$ cat src/rtl/bmf4_pkg.sv
// Shared types and constants for the 4D box mean filter.
// No dependencies; every other file in rtl/ imports this package.
package bmf4_pkg;

    localparam int SAMPLE_W   = 16;
    localparam int MEAN_W     = 24;
    localparam int WCNT_W     = 20;   // 31^4 window samples fit in 20 bits
    localparam int SUM_W      = SAMPLE_W + WCNT_W;
    localparam int RAD_W      = 4;
    localparam int SXY_W      = 11;
    localparam int SZT_W      = 9;
    localparam int CFG_IDX_W  = 4;
    localparam int CFG_DATA_W = 11;
    localparam int WIN_W      = 5;    // window step counter, 0..30

    // Register map
    localparam logic [CFG_IDX_W-1:0] REG_RADIUS_X = 4'd0;
    localparam logic [CFG_IDX_W-1:0] REG_RADIUS_Y = 4'd1;
    localparam logic [CFG_IDX_W-1:0] REG_RADIUS_Z = 4'd2;
    localparam logic [CFG_IDX_W-1:0] REG_RADIUS_T = 4'd3;
    localparam logic [CFG_IDX_W-1:0] REG_SIZE_X   = 4'd4;
    localparam logic [CFG_IDX_W-1:0] REG_SIZE_Y   = 4'd5;
    localparam logic [CFG_IDX_W-1:0] REG_SIZE_Z   = 4'd6;
    localparam logic [CFG_IDX_W-1:0] REG_SIZE_T   = 4'd7;

    localparam logic [SXY_W-1:0] MAX_SIZE_XY = 11'd1024;
    localparam logic [SZT_W-1:0] MAX_SIZE_ZT = 9'd256;

    typedef struct packed {
        logic                kind;
        logic [SAMPLE_W-1:0] sample;
    } bmf4_in_t;

    typedef struct packed {
        logic [MEAN_W-1:0] mean;
        logic              is_border;
        logic              span_error;
        logic              last;
    } bmf4_out_t;

    typedef struct packed {
        logic busy;
        logic done;
    } bmf4_div_stat_t;

    typedef enum logic [4:0] {
        ST_SETUP = 5'b00001,
        ST_IDLE  = 5'b00010,
        ST_SCAN  = 5'b00100,
        ST_DIV   = 5'b01000,
        ST_OUT   = 5'b10000
    } bmf4_state_t;

endpackage

$ cat src/rtl/bmf4_div.sv
// Restoring divider, one quotient bit per cycle.
// Depends on bmf4_pkg for the status struct.
module bmf4_div #(
    parameter int NUM_W = 44,
    parameter int DEN_W = 20
) (
    input  logic                         clk,
    input  logic                         rst_n,
    input  logic                         start,
    input  logic [NUM_W-1:0]             numer,
    input  logic [DEN_W-1:0]             denom,
    output bmf4_pkg::bmf4_div_stat_t     stat,
    output logic [NUM_W-1:0]             quot
);
    import bmf4_pkg::*;

    localparam int CW = $clog2(NUM_W + 1);

    logic [DEN_W:0]   rem_reg, rem_next;
    logic [NUM_W-1:0] quo_reg, quo_next;
    logic [DEN_W-1:0] den_reg, den_next;
    logic [CW-1:0]    cnt_reg, cnt_next;
    logic             busy_reg, busy_next;
    logic             done_reg, done_next;
    logic [DEN_W:0]   shifted;
    logic [DEN_W:0]   diff;

    // one shift-subtract step
    always_comb
    begin
        rem_next  = rem_reg;
        quo_next  = quo_reg;
        den_next  = den_reg;
        cnt_next  = cnt_reg;
        busy_next = busy_reg;
        done_next = 1'b0;
        shifted   = {rem_reg[DEN_W-1:0], quo_reg[NUM_W-1]};
        diff      = shifted - {1'b0, den_reg};
        if (start)
        begin
            rem_next  = '0;
            quo_next  = numer;
            den_next  = denom;
            cnt_next  = CW'(NUM_W);
            busy_next = 1'b1;
        end
        else if (busy_reg)
        begin
            if (!diff[DEN_W])
            begin
                rem_next = diff;
                quo_next = {quo_reg[NUM_W-2:0], 1'b1};
            end
            else
            begin
                rem_next = shifted;
                quo_next = {quo_reg[NUM_W-2:0], 1'b0};
            end
            cnt_next = cnt_reg - 1'b1;
            if (cnt_reg == CW'(1))
            begin
                busy_next = 1'b0;
                done_next = 1'b1;
            end
        end
    end

    always_ff @(posedge clk or negedge rst_n)
    begin
        if (!rst_n)
        begin
            busy_reg <= 1'b0;
            done_reg <= 1'b0;
            cnt_reg  <= '0;
        end
        else
        begin
            busy_reg <= busy_next;
            done_reg <= done_next;
            cnt_reg  <= cnt_next;
        end
    end

    always_ff @(posedge clk)
    begin
        rem_reg <= rem_next;
        quo_reg <= quo_next;
        den_reg <= den_next;
    end

    assign stat.busy = busy_reg;
    assign stat.done = done_reg;
    assign quot      = quo_reg;

endmodule

$ cat config.mk
export PLATFORM = sky130hd
export DESIGN_NAME = bmf4_div
export DESIGN_NICKNAME = d
export VERILOG_FILES = /design/src/rtl/bmf4_pkg.sv /design/src/rtl/bmf4_div.sv
export SDC_FILE = /design/constraint.sdc
export NUM_CORES = 1
export LEC_CHECK = 0
export ABC_AREA = 1
export BUFFER_PORTS_ARGS = -buffer_cell sky130_fd_sc_hd__buf_4
export CORE_MARGIN = 2
export CORE_UTILIZATION = 40
export CTS_CLUSTER_DIAMETER = 80
export DETAILED_ROUTE_END_ITERATION = 12
export PLACE_DENSITY_LB_ADDON = 0.05
export SKIP_CTS_REPAIR_TIMING = 1
export SYNTH_ARGS = -nofsm -noshare
export SYNTH_HDL_FRONTEND = slang
export SYNTH_SLANG_ARGS = --single-unit
$ cat constraint.sdc
create_clock -name clk -period 1.92 [get_ports clk]
set_input_delay 0.096 -clock clk [delete_from_list [all_inputs] [get_ports clk]]
set_output_delay 0.096 -clock clk [all_outputs]
set_load 0.03 [all_outputs]
==> results.md <==
* Mean area per synthesized cell at 7.837 um2
* Initial antenna violation count at 0
* Die area at 0.01455 mm2
* Initial Util at 41.07%
* Worst vdd ir at 0.5943 mV
* Area grow syn2layout at 44.05%
* I/O pins at 113
* Final min period at 2.048 ns
* Fillcell total at 1237
* Number of buffers on the longest clock path at 2
* Syn nets at 784
* Startpoint Class: register
* Final wirelength at 14300 um
* WL/cell at 13.42 um
* Failing checks: setup timing
* Die W at 120.6 um
* CTS Root Buffer Type: clkbuf_16
* Routability cong. at 0.8713
* Internal power at 5.992 mW
* Slew @ Worst Pin at 0.4932 ns
* Global route total overflow at 0
* Switching share of power at 40.71%
* Register area share after synthesis at 46.38%
* Crit share post-route at 106.7%
* Vias in the first global route at 4843
* Seq cells post-synth at 92
* Final Max Tran Viols at 0
* Max Clk Rate at 488.2 MHz
* Max reg flops at 44
* Warnings, synthesis at 0
* Final Net Count at 975
* Power per cell area at 1290 mW/mm2
* Crit end category: register
* Final Hold Vio Count at 0
* Finish-stage setup viols at 21
* Worst-Skew Late Latency at 0.35 ns
* Worst reg-to-reg setup slack at -0.13 ns
* CP required at 2.21 ns
* Final ANT Viol Nets at 0
* Total Routing Usage GR at 19.84%
* Initial DRC count at 199
* DP HPWL at 10130 um
* WHS Path Cells at 3
* Type of the worst setup path: reg -> reg
* Critical Path AT at 2.34 ns
* DR pass1 iterations at 6
* Commonest non-fill, non-tap cell in the layout: nand2_1
* Vias at 4879
* Switch Pwr at 4.115 mW
* Vias/cell at 4.577
* Mapped Cells at 694
* Layout cells sized above 1 at 35.51%
* Setup ws final at -0.1282 ns
* Total Power Consumption at 10.11 mW
* WHS at 0.01158 ns
* Antenna Cells at 0
* Port-buffer cells at 112
* CTS tree: done
* Unrepaired setup endpoints after global routing: true
* LEAKAGE at 4.011 nW
* Reg-to-reg critical path endpoint: rem_reg[9]
* Post-synth cell types at 34
* Largest net degree at the start of global routing at 48
* R2R Path Start: den_reg[0]
* Comb power frac at 55.4%
* CTS H-tree lvls at 3
* Hold Crit Start: numer[25]
* Critical path origin: den_reg[0]
* Worst hold path class: in -> reg
* Status: complete, but fails checks
* Reg power frac at 27.1%
* First-pass GRT wire length at 22690 um
* Mapped Area at 0.005439 mm2
* Core Box Area at 0.01324 mm2
* Clock skew at 0.008823 ns
* Row Count at 42
* Clock Sinks at 92
* Die height at 120.6 um
* Most frequent cells in the layout: nand2_1, buf_4, inv_1, edfxtp_1, nand2_2
* Slew headroom at 67.12%
* Clk slew on worst S/H paths at 0.07 ns
* Final routed DRC violation total at 0
* CP max FO at 6
* Worst Hold End: quot[25]
* FF-to-FF path depth at 12
* Max Cap Violations at 0
* Total CTS buffers at 9
* Clock network power share at 17.5%
[synth_stat cells (all sizes together)]
cell type / count / area share (%)
o21bai: 3 / 0.41
a21oi: 13 / 1.3
dfrtp: 8 / 3.7
inv: 104 / 7.2
dfxtp: 20 / 7.4
nand2: 323 / 25
fa: 1 / 0.37
nor2: 38 / 2.9
clkbuf: 9 / 0.62
ha: 22 / 5.1
nand3: 43 / 5.1
clkinv: 1 / 0.092
nand3b: 3 / 0.41
xor2: 4 / 0.64
nand4: 5 / 0.69
o21ai: 9 / 0.83
edfxtp: 64 / 35
o22ai: 1 / 0.12
and2: 1 / 0.16
buf: 10 / 1.6
xnor2: 6 / 0.97
nor3: 6 / 0.55
[power by group through the flow]
stage	Sequential [mW]	Clock, mW	Combinational, mW
after floorplan	2.87	0	2.85
after global placement	2.71	0	4.62
after detailed placement	2.71	0	4.68
after CTS	2.68	1.83	4.69
after global routing	2.78	1.90	6.15
final	2.74	1.77	5.60
[routing by layer]
| metal | wire length (um) | track usage [%] | share of wire, % |
|---|---|---|---|
| met5 | 0 | 0 | 0 |
| met4 | 271 | 6.395 | 1.9 |
| met3 | 677 | 5.566 | 4.7 |
| met2 | 7093 | 33.69 | 50 |
| met1 | 6260 | 24.34 | 44 |
[area by class of cell]
type	instances	area (um2)	share of cell area (%)
Clock buffer	12	256.5	3.274
Clock inverter	4	32.53	0.4152
Inverter	105	395.4	5.046
Multi-Input combinational cell	478	2789	35.60
Sequential cell	92	2522	32.19
Tap cell	176	220.2	2.811
Timing Repair Buffer	199	1619	20.66
[cells by family (layout without fill, tap and decap cells)]
| family | after synthesis | count (layout) | share of synthesized area [%] |
|---|---|---|---|
| buffers and inverters | 124 | 320 | 9.501 |
| and+or+nand+nor | 419 | 419 | 34.46 |
| adders and majority gates | 23 | 23 | 5.429 |
| AOI/OAI and AO/OA | 26 | 26 | 2.623 |
| xor gates and xnor gates | 10 | 10 | 1.610 |
| DFF | 92 | 92 | 46.38 |
[through the flow]
step | setup TNS (ns) | worst slack, ns | util, % | cell area [um2] | cells
4_1_cts | -3.120 | -0.1964 | 54.17 | 7173 | 1040
5_1_grt | -4.538 | -0.2322 | 59.16 | 7835 | 1066
3_3_place_gp | -1.507 | -0.1136 | 51.98 | 6884 | 1024
2_1_floorplan | -4.038 | -0.2346 | - | 5449 | 694
6_report | -2.204 | -0.1282 | 59.16 | 7835 | 1066
3_5_place_dp | -2.804 | -0.1869 | 51.98 | 6884 | 1024
[critical path: stages (launching register included)]
cell and delay (ns):
edfxtp_1 0.41, ha_4 0.18, fa_2 0.36, inv_2 0.08, nand3_2 0.09, nand3_4 0.11
nand2_4 0.08, nand4_1 0.19, nand2_8 0.10, clkbuf_16 0.18, nand2_2 0.06, nand3_1 0.06
nand2_1 0.08
[how the worst max path moves through the flow]
stage                  to  slack (ns)
3_5_place_dp      quot[0]       -0.19
2_1_floorplan  rem_reg[5]       -0.23
6_report       rem_reg[9]       -0.13
3_3_place_gp      quot[0]       -0.11
5_1_grt        rem_reg[9]       -0.23
4_1_cts           quot[0]       -0.20
Power figures use the tool's default switching activity.
